$ cat config.mk
export PLATFORM = sky130hd
export DESIGN_NAME = sdbr_ctrl
export DESIGN_NICKNAME = d
export VERILOG_FILES = /design/src/hdl/sdbr_pkg.sv /design/src/hdl/sdbr_ctrl.sv
export SDC_FILE = /design/constraint.sdc
export NUM_CORES = 1
export LEC_CHECK = 0
export ABC_AREA = 1
export BUFFER_PORTS_ARGS = -buffer_cell sky130_fd_sc_hd__buf_2
export CAP_MARGIN = 20
export CORE_AREA = 10 10 47 49
export CTS_BUF_LIST = sky130_fd_sc_hd__clkbuf_16
export DETAILED_ROUTE_END_ITERATION = 6
export DIE_AREA = 0 0 57 59
export GPL_TIMING_DRIVEN = 0
export PLACE_DENSITY_LB_ADDON = 0.08
export SLEW_MARGIN = 25
export SYNTH_ARGS = -nofsm -noshare
export SYNTH_HDL_FRONTEND = slang
export SYNTH_SLANG_ARGS = --single-unit
export TNS_END_PERCENT = 30
$ cat constraint.sdc
create_clock -name clk -period 0.86 [get_ports clk]
set_input_delay 0.043 -clock clk [delete_from_list [all_inputs] [get_ports clk]]
set_output_delay 0.043 -clock clk [all_outputs]
set_load 0.02 [all_outputs]
$ cat src/hdl/sdbr_pkg.sv
`timescale 1ns / 1ps
package sdbr_pkg;
  localparam int unsigned ADDR_W = 48;
  localparam int unsigned STRIDE_W = 49;
  localparam int unsigned SIG_W = 4;
  localparam int unsigned SIG_N = 16;
  localparam int unsigned CTR_W = 2;
  localparam logic [1:0] RRPV_MAX = 2'd3;
  localparam logic CMD_VICTIM = 1'b0;
  localparam logic CMD_UPDATE = 1'b1;

  typedef struct packed {
    logic       command;
    logic [10:0] set_index;
    logic [3:0] way_index;
    logic [47:0] phys_address;
    logic [7:0] pc_low;
    logic       was_hit;
  } req_t;

  typedef struct packed {
    logic [3:0] victim_way;
    logic [1:0] new_rrpv;
    logic       streaming_seen;
    logic       dead_predicted;
  } rsp_t;

  typedef struct packed {
    logic clear;
    logic load;
    logic exec;
    logic decay;
  } cmd_t;

  typedef struct packed {
    logic clear_done;
    logic decay_due;
    logic decay_done;
  } sts_t;

  function automatic logic [3:0] sig_of(input logic [7:0] pc);
    return pc[3:0] ^ pc[7:4];
  endfunction

  function automatic logic [1:0] sat_up(input logic [1:0] v);
    return (v == 2'd3) ? v : v + 2'd1;
  endfunction

  function automatic logic [1:0] sat_dn(input logic [1:0] v);
    return (v == 2'd0) ? v : v - 2'd1;
  endfunction
endpackage

$ cat src/hdl/sdbr_ctrl.sv
`timescale 1ns / 1ps
module sdbr_ctrl (
  input  logic           clk,
  input  logic           rst,
  input  logic           in_valid,
  output logic           in_ready,
  output logic           out_valid,
  input  logic           out_ready,
  output sdbr_pkg::cmd_t cmd,
  input  sdbr_pkg::sts_t sts
);
  typedef enum logic [2:0] {CLEAR, IDLE, EXEC, DECAY, HOLD} state_t;
  state_t state;
  logic   busy_out;

  assign busy_out = out_valid && !out_ready;
  assign in_ready = (state == IDLE) && !sts.decay_due;
  assign cmd.clear = state == CLEAR;
  assign cmd.load = in_valid && in_ready;
  assign cmd.exec = (state == EXEC) && !busy_out;
  assign cmd.decay = state == DECAY;

  always_ff @(posedge clk) begin
    if (rst) begin
      state <= CLEAR;
      out_valid <= 1'b0;
    end else begin
      out_valid <= cmd.exec || busy_out;
      unique case (state)
        CLEAR: if (sts.clear_done) state <= IDLE;
        IDLE: begin
          if (sts.decay_due) state <= DECAY;
          else if (cmd.load) state <= EXEC;
        end
        EXEC: if (!busy_out) state <= IDLE;
        DECAY: if (sts.decay_done) state <= HOLD;
        HOLD: state <= IDLE;
        default: state <= IDLE;
      endcase
    end
  end
endmodule

# After elaboration in Yosys (flattened, before gate mapping)
# Index checks and enable logic that the tools add are counted.
[word_totals] input_bits=7 output_inout_bits=6 register_bits=4
[op_classes] mux=6 n_reduce_logical=10 eq_ne=7
[op_table] cell="2-to-1 mux 3 bit" n=5
[op_table] cell="case mux 3 bit (4 select lines)" n=1
[op_table] cell="== test 3 x 2 -> 1 bit (second input constant)" n=2
[op_table] cell="logical AND 1 bit" n=4
[op_table] cell="inequality test 2 x 1 -> 1 bit (second input constant)" n=2
[op_table] cell="AND reduction 4 bit" n=1
[op_table] cell="== test 3 x 1 -> 1 bit (second input constant)" n=1
[op_table] cell="zero test 1 bit" n=3
[op_table] cell="zero test 3 bit" n=1
[op_table] cell="inequality test 3 bit (second input constant)" n=1
[op_table] cell="inequality test 2 bit (second input constant)" n=1
[op_table] cell="logical OR 1 bit" n=1

# Logic depth before layout (Yosys ltp)
# Gate-level depths: netlist of run 1.
[depth] ltp_word=6 mapped_depth=8

# Least setup slack after synthesis of run 1
# OpenSTA, ideal clock, no wires.
[synth_timing] path_kind="reg2reg" start="register state[0]" end="register state[2]" path_slack_ns=-0.195 path_stages_with_launch=8 required_time_ns=0.751 setup_ns=0.109 t_arrival_ns=0.946 synth_period_minus_slack_ns=1.055 n_path_buf=0 path_cell_list="dfxtp_1 nand2_1 nor2_2 nand2_2 nand2_2 nor2_1 nand2_1 nor2_1"
[synth_lines] item="start, declared" line_no="sdbr_ctrl.sv:13" text="state_t state;"
[synth_lines] item="start signal, assigned" line_no="sdbr_ctrl.sv:25" text="state <= CLEAR;"
[synth_lines] item="start signal, assigned" line_no="sdbr_ctrl.sv:30" text="CLEAR: if (sts.clear_done) state <= IDLE;"
[synth_lines] item="start signal, assigned" line_no="sdbr_ctrl.sv:32" text="if (sts.decay_due) state <= DECAY;"

==> impl_results.html, run 1 <==
<table>
<tr><th>Metric</th><th>Value</th></tr>
<tr><th colspan="2">Detailed routing</th></tr>
<tr><td>Average routed wire per standard cell</td><td>9.65 microns</td></tr>
<tr><td>Count of vias placed by the detailed router</td><td>about 310</td></tr>
<tr><td>Length of the first detailed-routing pass in iterations</td><td>4</td></tr>
<tr><td>Number of antenna-violating nets in the routed design</td><td>0</td></tr>
<tr><td>Post-DR vias/cell</td><td>3.97</td></tr>
<tr><td>DRC viols</td><td>0</td></tr>
<tr><td>DRT Wirelength</td><td>762 microns</td></tr>
<tr><td>Starting DRT DRC Count</td><td>4</td></tr>
<tr><th colspan="2">Global route</th></tr>
<tr><td>Total Routing Usage GR</td><td>4.59%</td></tr>
<tr><td>Antenna violations before repair</td><td>0</td></tr>
<tr><td>Global-route wire length before repair</td><td>1.23 mm</td></tr>
<tr><td>Overflow left after global routing</td><td>0</td></tr>
<tr><td>Number of global-route vias before repair</td><td>~300</td></tr>
<tr><td>Largest net degree at the start of global routing</td><td>5</td></tr>
<tr><th colspan="2">Timing</th></tr>
<tr><td>Worst setup margin</td><td>-246 ps</td></tr>
<tr><td>Worst clock skew on the final layout</td><td>slightly above 0.9 ps</td></tr>
<tr><td>Final worst path period share</td><td>129%</td></tr>
<tr><td>Count of endpoints failing hold in the final timing report</td><td>0</td></tr>
<tr><td>F_max</td><td>around 900 MHz</td></tr>
<tr><td>Max transition margin</td><td>approximately 87%</td></tr>
<tr><td>Slew at the pin closest to its max-slew limit</td><td>~190 ps</td></tr>
<tr><td>Final Max Slew Viols</td><td>0</td></tr>
<tr><td>Final setup violation count</td><td>9</td></tr>
<tr><td>Worst Hold Margin</td><td>23.5 ps</td></tr>
<tr><td>Setup repair after global routing missed its margin</td><td>true</td></tr>
<tr><td>Setup TNS</td><td>-1630 ps</td></tr>
<tr><td>Final critical-path required period</td><td>around 1100 ps</td></tr>
<tr><th colspan="2">Critical path</th></tr>
<tr><td>Top delay family on crit path</td><td>flip-flops</td></tr>
<tr><td>Critical path start-end classification</td><td>reg -&gt; out</td></tr>
<tr><td>Worst setup EP type</td><td>output port</td></tr>
<tr><td>Cell-by-cell trace of the critical path</td><td>inv_2 -&gt; nor2_2 -&gt; nand2_2 -&gt; nor2_2 -&gt; buf_6</td></tr>
<tr><td>Worst R2R End</td><td>state[1]</td></tr>
<tr><td>Highest fanout seen on the critical path</td><td>4</td></tr>
<tr><td>Critical-path top delay cell</td><td>dfxtp_4</td></tr>
<tr><td>Critical Path Start Type</td><td>flip-flop</td></tr>
<tr><td>CP peak stage delay</td><td>360 ps</td></tr>
<tr><td>Number of buffer and inverter stages on the critical path</td><td>2</td></tr>
<tr><td>Worst Path Required</td><td>820 ps</td></tr>
<tr><td>Most frequent cell on the critical path</td><td>nor2_2</td></tr>
<tr><td>FF-to-FF setup slack</td><td>-200 ps</td></tr>
<tr><td>Reg2Reg Launch Point</td><td>state[1]</td></tr>
<tr><td>Data arrival time at the worst-slack endpoint</td><td>1060 ps</td></tr>
<tr><td>R2R cell count</td><td>4</td></tr>
<tr><th colspan="2">Power</th></tr>
<tr><td>Fraction of power consumed by sequential logic</td><td>a little under a fifth</td></tr>
<tr><td>Power per Cell Area</td><td>2330 nW/um^2</td></tr>
<tr><td>Leakage Power</td><td>0.262 nW</td></tr>
<tr><td>Switching Share</td><td>between 20% and 30%</td></tr>
<tr><td>Final Power</td><td>approximately 1.2 mW</td></tr>
<tr><td>Combinational share of power</td><td>19.8%</td></tr>
<tr><td>Int Pwr</td><td>0.900 mW</td></tr>
<tr><td>Net switching component of the power</td><td>0.275 mW</td></tr>
<tr><td>Worst voltage drop across the vdd grid</td><td>1.15 mV</td></tr>
<tr><td>Portion of total power attributed to the clock network</td><td>61.2%</td></tr>
<tr><th colspan="2">Run status</th></tr>
<tr><td>Result of the run</td><td>finished, violations left</td></tr>
<tr><td>Violations in the final reports</td><td>negative setup slack</td></tr>
<tr><th colspan="2">Min path</th></tr>
<tr><td>Worst Hold Path Cells</td><td>2</td></tr>
<tr><td>Terminating pin of the worst hold path</td><td>state[2]</td></tr>
<tr><td>Classification of the worst-slack hold path</td><td>in -&gt; reg</td></tr>
<tr><td>Worst Min Path Start</td><td>rst</td></tr>
<tr><th colspan="2">Die</th></tr>
<tr><td>Starting utilization of the core area</td><td>18.4%</td></tr>
<tr><td>Placement Rows</td><td>14</td></tr>
<tr><td>X dimension of the die</td><td>~57 microns</td></tr>
<tr><td>I/O pin cnt</td><td>13</td></tr>
<tr><td>Overall die height</td><td>59 microns</td></tr>
<tr><td>Std-Cell Core Area</td><td>1400 sq um</td></tr>
<tr><td>Die area</td><td>3360 sq um</td></tr>
<tr><th colspan="2">Synthesis</th></tr>
<tr><td>Sequential-to-total area share from yosys stat</td><td>a little under a third</td></tr>
<tr><td>Yosys Warn Count</td><td>0</td></tr>
<tr><td>Synthesized area</td><td>258 sq um</td></tr>
<tr><td>Mean post-synth cell area</td><td>about 5.7 sq um</td></tr>
<tr><td>Synthesized net count</td><td>52</td></tr>
<tr><td>Post-synthesis register bit count</td><td>4</td></tr>
<tr><td>Cell count after synthesis</td><td>45</td></tr>
<tr><td>Library cells used by synthesis</td><td>12</td></tr>
<tr><th colspan="2">Cells and area</th></tr>
<tr><td>Most common library cell in the layout ignoring fill and taps</td><td>inv_1</td></tr>
<tr><td>Number of antenna diodes</td><td>0</td></tr>
<tr><td># fillers</td><td>163</td></tr>
<tr><td>Share of post-route cells with drive strength above 1</td><td>58.7%</td></tr>
<tr><td>Most frequent cells in the layout</td><td>10 x inv_1, 8 x buf_2, 5 x nand2_2, 5 x nor2_1, 5 x nand2_1</td></tr>
<tr><td># nets final</td><td>72</td></tr>
<tr><td>P&amp;R area growth vs syn</td><td>95.6%</td></tr>
<tr><td>Post-route cell area</td><td>504 sq um</td></tr>
<tr><th colspan="2">Place</th></tr>
<tr><td>Port buffer count</td><td>12</td></tr>
<tr><td>HPWL after detailed placement</td><td>slightly above 600 microns</td></tr>
<tr><td>Final estimated routing congestion in global placement</td><td>0.681</td></tr>
<tr><td>Placed Instance Area</td><td>352 sq um</td></tr>
<tr><td>Post-place setup slack</td><td>-186 ps</td></tr>
<tr><th colspan="2">Clock tree</th></tr>
<tr><td>Maximum buffer depth of the clock tree</td><td>2</td></tr>
<tr><td>TritonCTS clock tree</td><td>built</td></tr>
<tr><td>Clock root buffer master</td><td>clkbuf_16</td></tr>
<tr><td>Total clock buffers created by CTS</td><td>3</td></tr>
<tr><td>Clock edge transition at the registers on the reported setup and hold paths</td><td>roughly 30 ps</td></tr>
<tr><td>Hold-fix buffer count after cts</td><td>0</td></tr>
<tr><td>H-tree levels</td><td>1</td></tr>
<tr><td>Clock latency on the worst-skew pair</td><td>between 200 and 250 ps</td></tr>
<tr><td>Number of clock sinks</td><td>4</td></tr>
<tr><th colspan="2">Flow run</th></tr>
<tr><td>Max capacitance violation total</td><td>0</td></tr>
</table>
==> layout make-up <==
cell class	instances	area, sq um	area share [%]
multi-input combinational	28	164	32.5
timing repair buffer	15	104	20.6
sequential	4	92.6	18.4
clock buffer	3	75.1	14.9
inverter	13	48.8	9.68
tap	16	20.0	3.97
==> cell usage after synthesis, drive strengths merged <==
master	n	share of area (%)
nand4	1	2.4
o21ai	1	3.4
nand3b	1	2.9
nor2	10	16
a21oi	3	5.8
dfxtp	4	31
inv	13	19
nand3	1	1.9
nand2	11	18
==> timing repair <==
action / in CTS / in global routing
cloned: 0 / 0
resized for setup: 11 / 10
buffers inserted: 2 / 1
endpoints found under the setup margin: 8 / 9
pin swaps: 0 / 2
==> worst max-delay path by stage <==
stage | slack, ps | end | startpoint | cells after the start
6_report | -250 | cmd[1] | state[1] | 5
5_1_grt | -300 | cmd[1] | state[1] | 5
4_1_cts | -270 | cmd[1] | state[1] | 5
3_5_place_dp | -190 | state[1] | state[2] | 4
3_3_place_gp | -210 | state[1] | state[2] | 4
2_1_floorplan | -90 | state[2] | state[0] | 7
==> power by group through the flow <==
stage | clock network [mW] | registers [mW] | logic (mW)
floorplan | 0 | 0.224 | 0.122
CTS | 0.723 | 0.220 | 0.211
global placement | 0 | 0.224 | 0.185
detailed placement | 0 | 0.223 | 0.183
finish | 0.719 | 0.223 | 0.233
global route | 0.745 | 0.225 | 0.262
==> registers in the layout, indices dropped and copies added (netlist names) <==
| name | cells |
|---|---|
| state | 3 |
| out_valid | 1 |
==> worst reg2reg max path: stages (launching register included) <==
cell     delay, ps
dfxtp_4        350
nor2_1         190
nand4_1        160
a21oi_1        200
nor2_1          50
==> cells by family after synthesis <==
logic type / share of synthesized area (%)
compound gates: 9.22
simple gates: 40.8
buf+inv: 18.9
flops: 31.1
==> per-stage QoR <==
| stage | utilization (%) | instances |
|---|---|---|
| after CTS | 33.4 | 78 |
| after global placement | 25.1 | 73 |
| final | 36.0 | 79 |
| after global routing | 36.0 | 79 |
| after floorplan | - | 45 |
| after detailed placement | 25.1 | 73 |
==> per-layer routing <==
metal / track usage [%] / share of wire [%]
met2: 7.91 / 54
met4: 2.01 / 0
met3: 2.36 / 5.0
met1: 4.55 / 41
met5: 0 / 0
Note: power is estimated with default switching activity, not from simulation.
==> inputs of run 2 (changes only) <==
--- a/config.mk
+++ b/config.mk
@@ -5,7 +5,6 @@
 export SDC_FILE = /design/constraint.sdc
 export NUM_CORES = 1
 export LEC_CHECK = 0
-export ABC_AREA = 1
 export BUFFER_PORTS_ARGS = -buffer_cell sky130_fd_sc_hd__buf_2
 export CAP_MARGIN = 20
 export CORE_AREA = 10 10 47 49
==> run 2 against run 1 <==
Effect of this change: the flow still finishes with violations (negative setup slack); count of clock-buffer cells in the layout unchanged; die area unchanged; first-iteration DRC count down 50%; non-clock buffer count did not move; synthesized cell count fell by 38%; routed wire length up 1.2%; design area is 9.2% lower; hold slack better by 7.6 ps; final cell count fell by 23%; critical path type unchanged.
==> impl_results.html, run 2 <==
<table>
<tr><th>Metric</th><th>Value</th></tr>
<tr><th colspan="2">Global route</th></tr>
<tr><td>Overflow left after global routing</td><td>0</td></tr>
<tr><td>Largest net degree at the start of global routing</td><td>11</td></tr>
<tr><td>Global-route wire length before repair</td><td>1.36 mm</td></tr>
<tr><td>Number of global-route vias before repair</td><td>between 200 and 300</td></tr>
<tr><td>Antenna violations before repair</td><td>0</td></tr>
<tr><td>Total Routing Usage GR</td><td>under 10%</td></tr>
<tr><th colspan="2">Timing</th></tr>
<tr><td>Max transition margin</td><td>81.4%</td></tr>
<tr><td>Final critical-path required period</td><td>1220 ps</td></tr>
<tr><td>Final setup violation count</td><td>8</td></tr>
<tr><td>Count of endpoints failing hold in the final timing report</td><td>0</td></tr>
<tr><td>Final worst path period share</td><td>142%</td></tr>
<tr><td>Final Max Slew Viols</td><td>0</td></tr>
<tr><td>Slew at the pin closest to its max-slew limit</td><td>between 200 and 300 ps</td></tr>
<tr><td>Worst setup margin</td><td>-363 ps</td></tr>
<tr><td>F_max</td><td>817 MHz</td></tr>
<tr><td>Worst clock skew on the final layout</td><td>4.01 ps</td></tr>
<tr><td>Setup repair after global routing missed its margin</td><td>true</td></tr>
<tr><td>Worst Hold Margin</td><td>roughly 31 ps</td></tr>
<tr><th colspan="2">Place</th></tr>
<tr><td>Inst Count DP</td><td>56</td></tr>
<tr><td>Port buffer count</td><td>12</td></tr>
<tr><td>Placed Instance Area</td><td>343 sq um</td></tr>
<tr><td>HPWL after detailed placement</td><td>578 microns</td></tr>
<tr><td>Final estimated routing congestion in global placement</td><td>0.701</td></tr>
<tr><th colspan="2">Cells and area</th></tr>
<tr><td>Area of combinational cells with multiple inputs</td><td>173 sq um</td></tr>
<tr><td>Most common library cell in the layout ignoring fill and taps</td><td>buf_2</td></tr>
<tr><td>Share of post-route cells with drive strength above 1</td><td>between 50% and 60%</td></tr>
<tr><td>Post-route cell area</td><td>~460 sq um</td></tr>
<tr><td>Final standard cell count with taps included and fillers excluded</td><td>61</td></tr>
<tr><td>Fin util</td><td>32.7%</td></tr>
<tr><td>Area taken by flip-flops and latches</td><td>83.8 sq um</td></tr>
<tr><td>Largest reg by FF count</td><td>state</td></tr>
<tr><td>Most frequent cells in the layout</td><td>8 x buf_2, 5 x buf_4, 3 x nor2b_1, 3 x clkbuf_16, 3 x dfxtp_1</td></tr>
<tr><td>Number of antenna diodes</td><td>0</td></tr>
<tr><td>Regs by FF count</td><td>state x3, out_valid x1</td></tr>
<tr><td>P&amp;R area growth vs syn</td><td>90.6%</td></tr>
<tr><td>Flip-flop count of the largest register, all copies and words added</td><td>3</td></tr>
<tr><td># fillers</td><td>162</td></tr>
<tr><td># nets final</td><td>between 50 and 60</td></tr>
<tr><th colspan="2">Die</th></tr>
<tr><td>Starting utilization of the core area</td><td>17.1%</td></tr>
<tr><td>Die area</td><td>~3400 sq um</td></tr>
<tr><td>I/O pin cnt</td><td>13</td></tr>
<tr><td>X dimension of the die</td><td>57 microns</td></tr>
<tr><td>Placement Rows</td><td>14</td></tr>
<tr><td>Overall die height</td><td>59 microns</td></tr>
<tr><td>Std-Cell Core Area</td><td>1400 sq um</td></tr>
<tr><th colspan="2">Clock tree</th></tr>
<tr><td>H-tree levels</td><td>1</td></tr>
<tr><td>Clock root buffer master</td><td>clkbuf_16</td></tr>
<tr><td>TritonCTS clock tree</td><td>built</td></tr>
<tr><td>Maximum buffer depth of the clock tree</td><td>2</td></tr>
<tr><td>Number of clock sinks</td><td>4</td></tr>
<tr><td>Clock latency on the worst-skew pair</td><td>230 ps</td></tr>
<tr><td>Clock edge transition at the registers on the reported setup and hold paths</td><td>roughly 30 ps</td></tr>
<tr><td>Total clock buffers created by CTS</td><td>3</td></tr>
<tr><td>Hold-fix buffer count after cts</td><td>0</td></tr>
<tr><th colspan="2">Critical path</th></tr>
<tr><td>Data arrival time at the worst-slack endpoint</td><td>1180 ps</td></tr>
<tr><td>Critical path start-end classification</td><td>reg -&gt; out</td></tr>
<tr><td>Reg2Reg Launch Point</td><td>state[0]</td></tr>
<tr><td>Crit. Startpoint</td><td>state[0]</td></tr>
<tr><td>Worst Path Required</td><td>roughly 820 ps</td></tr>
<tr><td>Critical Path Start Type</td><td>flip-flop</td></tr>
<tr><td>Highest fanout seen on the critical path</td><td>2</td></tr>
<tr><td>Worst setup EP type</td><td>output port</td></tr>
<tr><th colspan="2">Synthesis</th></tr>
<tr><td>FFs w/ async S/R, synth</td><td>0%</td></tr>
<tr><td>Library cell occupying the most area in the post-synthesis netlist</td><td>dfxtp_1</td></tr>
<tr><td>Cell count after synthesis</td><td>28</td></tr>
<tr><td>Mean post-synth cell area</td><td>8.58 sq um</td></tr>
<tr><td>Commonest register cell after synthesis</td><td>dfxtp_1</td></tr>
<tr><td>Post-synthesis register bit count</td><td>4</td></tr>
<tr><td>Ranking of synthesized cells by instance count</td><td>4 x dfxtp_1, 3 x nor2b_1, 2 x a31oi_1, 2 x nor3_1, 2 x nor3b_1</td></tr>
<tr><td>Sequential-to-total area share from yosys stat</td><td>33.3%</td></tr>
<tr><td>Yosys Warn Count</td><td>0</td></tr>
<tr><td>Count of flip-flops with a built-in enable after synthesis</td><td>0</td></tr>
<tr><td>Synthesized area</td><td>between 200 and 250 sq um</td></tr>
<tr><td>Top cells by area in the synthesized netlist</td><td>dfxtp_1 33%, nor2b_1 7.8%, nor3b_1 6.3%</td></tr>
<tr><td>Library cells used by synthesis</td><td>20</td></tr>
<tr><td>Synthesized net count</td><td>35</td></tr>
<tr><td>Most used standard cell by instance count after synthesis</td><td>dfxtp_1</td></tr>
<tr><td>Area share of the largest cell type after synthesis</td><td>33.3%</td></tr>
<tr><th colspan="2">Power</th></tr>
<tr><td>Leakage Power</td><td>~0.19 nW</td></tr>
<tr><td>Final Power</td><td>1.12 mW</td></tr>
<tr><td>Worst voltage drop across the vdd grid</td><td>about 1.3 mV</td></tr>
<tr><td>Power per Cell Area</td><td>2450 nW/um^2</td></tr>
<tr><th colspan="2">Detailed routing</th></tr>
<tr><td>Average routed wire per standard cell</td><td>12.6 microns</td></tr>
<tr><td>Number of antenna-violating nets in the routed design</td><td>0</td></tr>
<tr><td>Length of the first detailed-routing pass in iterations</td><td>2</td></tr>
<tr><td>Post-DR vias/cell</td><td>4.25</td></tr>
<tr><td>DRC viols</td><td>0</td></tr>
<tr><td>Count of vias placed by the detailed router</td><td>between 200 and 300</td></tr>
<tr><td>DRT Wirelength</td><td>771 microns</td></tr>
<tr><td>Starting DRT DRC Count</td><td>2</td></tr>
<tr><th colspan="2">Run status</th></tr>
<tr><td>Result of the run</td><td>finished, violations left</td></tr>
<tr><td>Violations in the final reports</td><td>negative setup slack</td></tr>
<tr><th colspan="2">Min path</th></tr>
<tr><td>Classification of the worst-slack hold path</td><td>in -&gt; reg</td></tr>
<tr><td>Worst Min Path Start</td><td>rst</td></tr>
<tr><th colspan="2">Flow run</th></tr>
<tr><td>Max capacitance violation total</td><td>0</td></tr>
</table>
run 2: area by class of cell:
type,count,area share (%)
Buffer,1,2.46
Clock buffer,3,16.4
Inverter,1,1.37
Multi-Input combinational cell,22,37.7
Sequential cell,4,18.3
Tap cell,16,4.37
Timing Repair Buffer,14,19.4
run 2: worst paths after layout:
check / to / slack [ps] / depth (start not counted)
min: state[1] / 30 / 2
max reg2reg: state[1] / -240 / 4
max: cmd[2] / -360 / 4
min reg2reg: out_valid / 540 / 2
run 2: what timing repair did:
action                                  CTS  global route
buffers inserted                          2             0
gates resized for setup                   8             1
endpoints found under the setup margin    8             9
pin swaps                                 5             1
run 2: worst max-delay path, cell delays in order (launching register included):
cell and delay (ps):
dfxtp_4 350, inv_4 40, nor4_4 280, and2_4 180, buf_6 110
run 2: stage by stage:
| step | setup slack [ps] | setup TNS (ps) |
|---|---|---|
| final | -363 | -1960 |
| after global routing | -410 | -2410 |
| after CTS | -368 | -2020 |
| after detailed placement | -351 | -1090 |
| after global placement | -381 | -1160 |
| after floorplan | -272 | -978 |
run 2: cells by family after synthesis:
group           count (synthesis)  synth area share, %
flops                           4                 33.3
compound gates                  6                 16.7
mux                             1                 4.17
buf+inv                         2                 3.64
simple gates                   15                 42.2
run 2: where the power goes:
| part | switching [mW] | internal, mW | leakage (nW) |
|---|---|---|---|
| Combinational | 0.0950 | 0.0946 | 0.122 |
| Clock | 0.129 | 0.594 | 0.0370 |
| Sequential | 0.0103 | 0.200 | 0.0333 |
run 2: layer usage:
layer  share of wire (%)  track usage, %  routed length, microns
met2                  45            7.44                     347
met4                 1.6            4.03                      12
met1                  46            5.47                     354
met3                 7.3            3.86                      56
met5                   0               0                       0
==> inputs of run 3 (changes only) <==
--- a/config.mk
+++ b/config.mk
@@ -6,7 +6,7 @@
 export NUM_CORES = 1
 export LEC_CHECK = 0
 export BUFFER_PORTS_ARGS = -buffer_cell sky130_fd_sc_hd__buf_2
-export CAP_MARGIN = 20
+export CAP_MARGIN = 30
 export CORE_AREA = 10 10 47 49
 export CTS_BUF_LIST = sky130_fd_sc_hd__clkbuf_16
 export DETAILED_ROUTE_END_ITERATION = 6
@@ -17,4 +17,4 @@
 export SYNTH_ARGS = -nofsm -noshare
 export SYNTH_HDL_FRONTEND = slang
 export SYNTH_SLANG_ARGS = --single-unit
-export TNS_END_PERCENT = 30
+export TNS_END_PERCENT = 5
==> run 3 against run 2 <==
Effect of this change: the flow still finishes with violations (negative setup slack); largest cell class unchanged; clock skew shrank 1.9 ps; register-to-register slack is essentially flat; flip-flop and latch count unchanged; sequential share of layout area is essentially flat; combinational power down 2%; fmax increased by 0.14%; final cell count unchanged; highest routed layer unchanged; non-clock buffer count unchanged; routed wire length down 3.1%; design area up 0.27%; count of clock-buffer cells in the layout stayed put; global-route usage down 0.70 points.
==> impl_results.html, run 3 (synthesis gave the netlist of run 2 again) <==
<table>
<tr><th>Metric</th><th>Value</th></tr>
<tr><th colspan="2">Global route</th></tr>
<tr><td>Global-route wire length before repair</td><td>1.21 mm</td></tr>
<tr><td>Overflow left after global routing</td><td>0</td></tr>
<tr><td>Number of global-route vias before repair</td><td>289</td></tr>
<tr><td>Largest net degree at the start of global routing</td><td>11</td></tr>
<tr><td>Antenna violations before repair</td><td>0</td></tr>
<tr><td>Total Routing Usage GR</td><td>around 4.7%</td></tr>
<tr><th colspan="2">Timing</th></tr>
<tr><td>Count of endpoints failing hold in the final timing report</td><td>0</td></tr>
<tr><td>Final setup violation count</td><td>8</td></tr>
<tr><td>Final Max Slew Viols</td><td>0</td></tr>
<tr><td>Slew at the pin closest to its max-slew limit</td><td>293 ps</td></tr>
<tr><td>Setup repair after global routing missed its margin</td><td>true</td></tr>
<tr><td>Final critical-path required period</td><td>1220 ps</td></tr>
<tr><td>Worst clock skew on the final layout</td><td>approximately 2.1 ps</td></tr>
<tr><td>F_max</td><td>just over 800 MHz</td></tr>
<tr><td>Final worst path period share</td><td>142%</td></tr>
<tr><td>Max transition margin</td><td>80.4%</td></tr>
<tr><td>Worst setup margin</td><td>-362 ps</td></tr>
<tr><th colspan="2">Clock tree</th></tr>
<tr><td>Total clock buffers created by CTS</td><td>3</td></tr>
<tr><td>Clock root buffer master</td><td>clkbuf_16</td></tr>
<tr><td>Clock edge transition at the registers on the reported setup and hold paths</td><td>30 ps</td></tr>
<tr><td>Clock latency on the worst-skew pair</td><td>around 220 ps</td></tr>
<tr><td>Number of clock sinks</td><td>4</td></tr>
<tr><td>H-tree levels</td><td>1</td></tr>
<tr><td>TritonCTS clock tree</td><td>built</td></tr>
<tr><td>Maximum buffer depth of the clock tree</td><td>2</td></tr>
<tr><th colspan="2">Critical path</th></tr>
<tr><td>Worst R2R End</td><td>state[1]</td></tr>
<tr><td>R2R cell count</td><td>4</td></tr>
<tr><td>Worst setup EP type</td><td>output port</td></tr>
<tr><td>Worst Path Required</td><td>820 ps</td></tr>
<tr><td>Critical Path Start Type</td><td>flip-flop</td></tr>
<tr><td>Highest fanout seen on the critical path</td><td>2</td></tr>
<tr><td>FF-to-FF setup slack</td><td>-230 ps</td></tr>
<tr><td>Reg2Reg Launch Point</td><td>state[0]</td></tr>
<tr><td>Critical path start-end classification</td><td>reg -&gt; out</td></tr>
<tr><td>Data arrival time at the worst-slack endpoint</td><td>1180 ps</td></tr>
<tr><th colspan="2">Die</th></tr>
<tr><td>Placement Rows</td><td>14</td></tr>
<tr><td>Overall die height</td><td>59 microns</td></tr>
<tr><td>Std-Cell Core Area</td><td>1400 sq um</td></tr>
<tr><td>I/O pin cnt</td><td>13</td></tr>
<tr><td>Starting utilization of the core area</td><td>between 10% and 20%</td></tr>
<tr><td>X dimension of the die</td><td>57 microns</td></tr>
<tr><td>Die area</td><td>3360 sq um</td></tr>
<tr><th colspan="2">Power</th></tr>
<tr><td>Fraction of power consumed by sequential logic</td><td>19.0%</td></tr>
<tr><td>Net switching component of the power</td><td>0.219 mW</td></tr>
<tr><td>Combinational share of power</td><td>16.8%</td></tr>
<tr><td>Final Power</td><td>1.10 mW</td></tr>
<tr><td>Leakage Power</td><td>0.191 nW</td></tr>
<tr><td>Switching Share</td><td>19.9%</td></tr>
<tr><td>Worst voltage drop across the vdd grid</td><td>about 2.2 mV</td></tr>
<tr><td>Portion of total power attributed to the clock network</td><td>64.1%</td></tr>
<tr><td>Power per Cell Area</td><td>approximately 2400 nW/um^2</td></tr>
<tr><td>Int Pwr</td><td>between 0.8 and 0.9 mW</td></tr>
<tr><th colspan="2">Flow run</th></tr>
<tr><td>Max capacitance violation total</td><td>0</td></tr>
<tr><th colspan="2">Cells and area</th></tr>
<tr><td>Regs by FF count</td><td>state x3, out_valid x1</td></tr>
<tr><td>Fin util</td><td>between 30% and 40%</td></tr>
<tr><td>Number of antenna diodes</td><td>0</td></tr>
<tr><td>Post-route cell area</td><td>459 sq um</td></tr>
<tr><td>Share of post-route cells with drive strength above 1</td><td>roughly 58%</td></tr>
<tr><td># fillers</td><td>167</td></tr>
<tr><td># nets final</td><td>54</td></tr>
<tr><td>Most frequent cells in the layout</td><td>9 x buf_2, 4 x buf_4, 3 x nor2b_1, 3 x clkbuf_16, 3 x dfxtp_1</td></tr>
<tr><td>P&amp;R area growth vs syn</td><td>91.1%</td></tr>
<tr><td>Most common library cell in the layout ignoring fill and taps</td><td>buf_2</td></tr>
<tr><td>Largest reg by FF count</td><td>state</td></tr>
<tr><td>Flip-flop count of the largest register, all copies and words added</td><td>3</td></tr>
<tr><th colspan="2">Place</th></tr>
<tr><td>Final estimated routing congestion in global placement</td><td>0.673</td></tr>
<tr><td>Placed Instance Area</td><td>343 sq um</td></tr>
<tr><td>HPWL after detailed placement</td><td>between 500 and 600 microns</td></tr>
<tr><td>Port buffer count</td><td>12</td></tr>
<tr><th colspan="2">Detailed routing</th></tr>
<tr><td>Post-DR vias/cell</td><td>4.36</td></tr>
<tr><td>Starting DRT DRC Count</td><td>0</td></tr>
<tr><td>Average routed wire per standard cell</td><td>about 12 microns</td></tr>
<tr><td>Count of vias placed by the detailed router</td><td>266</td></tr>
<tr><td>Length of the first detailed-routing pass in iterations</td><td>1</td></tr>
<tr><td>Number of antenna-violating nets in the routed design</td><td>0</td></tr>
<tr><td>DRT Wirelength</td><td>between 700 and 800 microns</td></tr>
<tr><td>DRC viols</td><td>0</td></tr>
<tr><th colspan="2">Min path</th></tr>
<tr><td>Worst Hold Path Cells</td><td>2</td></tr>
<tr><td>Terminating pin of the worst hold path</td><td>out_valid</td></tr>
<tr><td>Worst Min Path Start</td><td>rst</td></tr>
<tr><td>Classification of the worst-slack hold path</td><td>in -&gt; reg</td></tr>
<tr><th colspan="2">Run status</th></tr>
<tr><td>Violations in the final reports</td><td>negative setup slack</td></tr>
<tr><td>Result of the run</td><td>finished, violations left</td></tr>
</table>
## run 3: cell counts in the layout (fill, tap and decap cells not counted)
Identical to the previous run, type by type.
## run 3: cell type report
cell class,count,area [sq um],share of cell area [%]
buffer,1,11.3,2.45
clock buffer,3,75.1,16.3
inverter,1,6.26,1.36
multi-input combinational,22,176,38.4
sequential,4,83.8,18.3
tap,16,20.0,4.36
timing repair buffer,14,86.3,18.8
## run 3: how the worst max path moves through the flow
stage                        start       end  slack, ps  depth (start not counted)
after detailed placement  state[0]  state[1]       -350                          3
after global routing      state[0]    cmd[2]       -420                          4
after global placement    state[0]  state[1]       -380                          3
after CTS                 state[0]    cmd[2]       -370                          4
after floorplan           state[1]    cmd[2]       -270                          3
final                     state[0]    cmd[2]       -360                          4
## run 3: repair_timing
| action | 4_1_cts | 5_1_grt |
|---|---|---|
| resized for setup | 8 | 1 |
| pin swaps | 5 | 1 |
| hold endpoints to repair | 0 | 0 |
| setup endpoints to repair | 8 | 9 |
| setup buffers | 2 | 0 |
| hold buffers | 0 | 0 |
## run 3: critical path: stages, from the launching register on
cell and delay (ps):
dfxtp_4 350, inv_4 40, nor4_4 280, and2_4 180, buf_6 110
## run 3: power groups by stage
stage / Sequential, mW / Combinational, mW / Clock [mW]
floorplan: 0.215 / 0.0968 / 0
global placement: 0.216 / 0.151 / 0
detailed placement: 0.215 / 0.150 / 0
CTS: 0.210 / 0.187 / 0.720
global route: 0.212 / 0.202 / 0.744
finish: 0.210 / 0.186 / 0.707
## run 3: per-layer routing
metal	up-vias	routed length, microns	track usage, %
met5	-	0	0
met4	0	12	2.01
met3	2	77	4.08
met2	11	330	6.67
met1	117	327	4.73
li1	136	-	-
## run 3: stage by stage
step | setup WS [ps] | hold WS, ps | setup TNS [ps] | instances
finish | -362 | 52.9 | -1970 | 61
global route | -416 | 57.6 | -2390 | 61
CTS | -370 | 41.9 | -2000 | 61
detailed placement | -347 | 270 | -1040 | 56
global placement | -380 | 269 | -1130 | 56
floorplan | -272 | 108 | -978 | 28
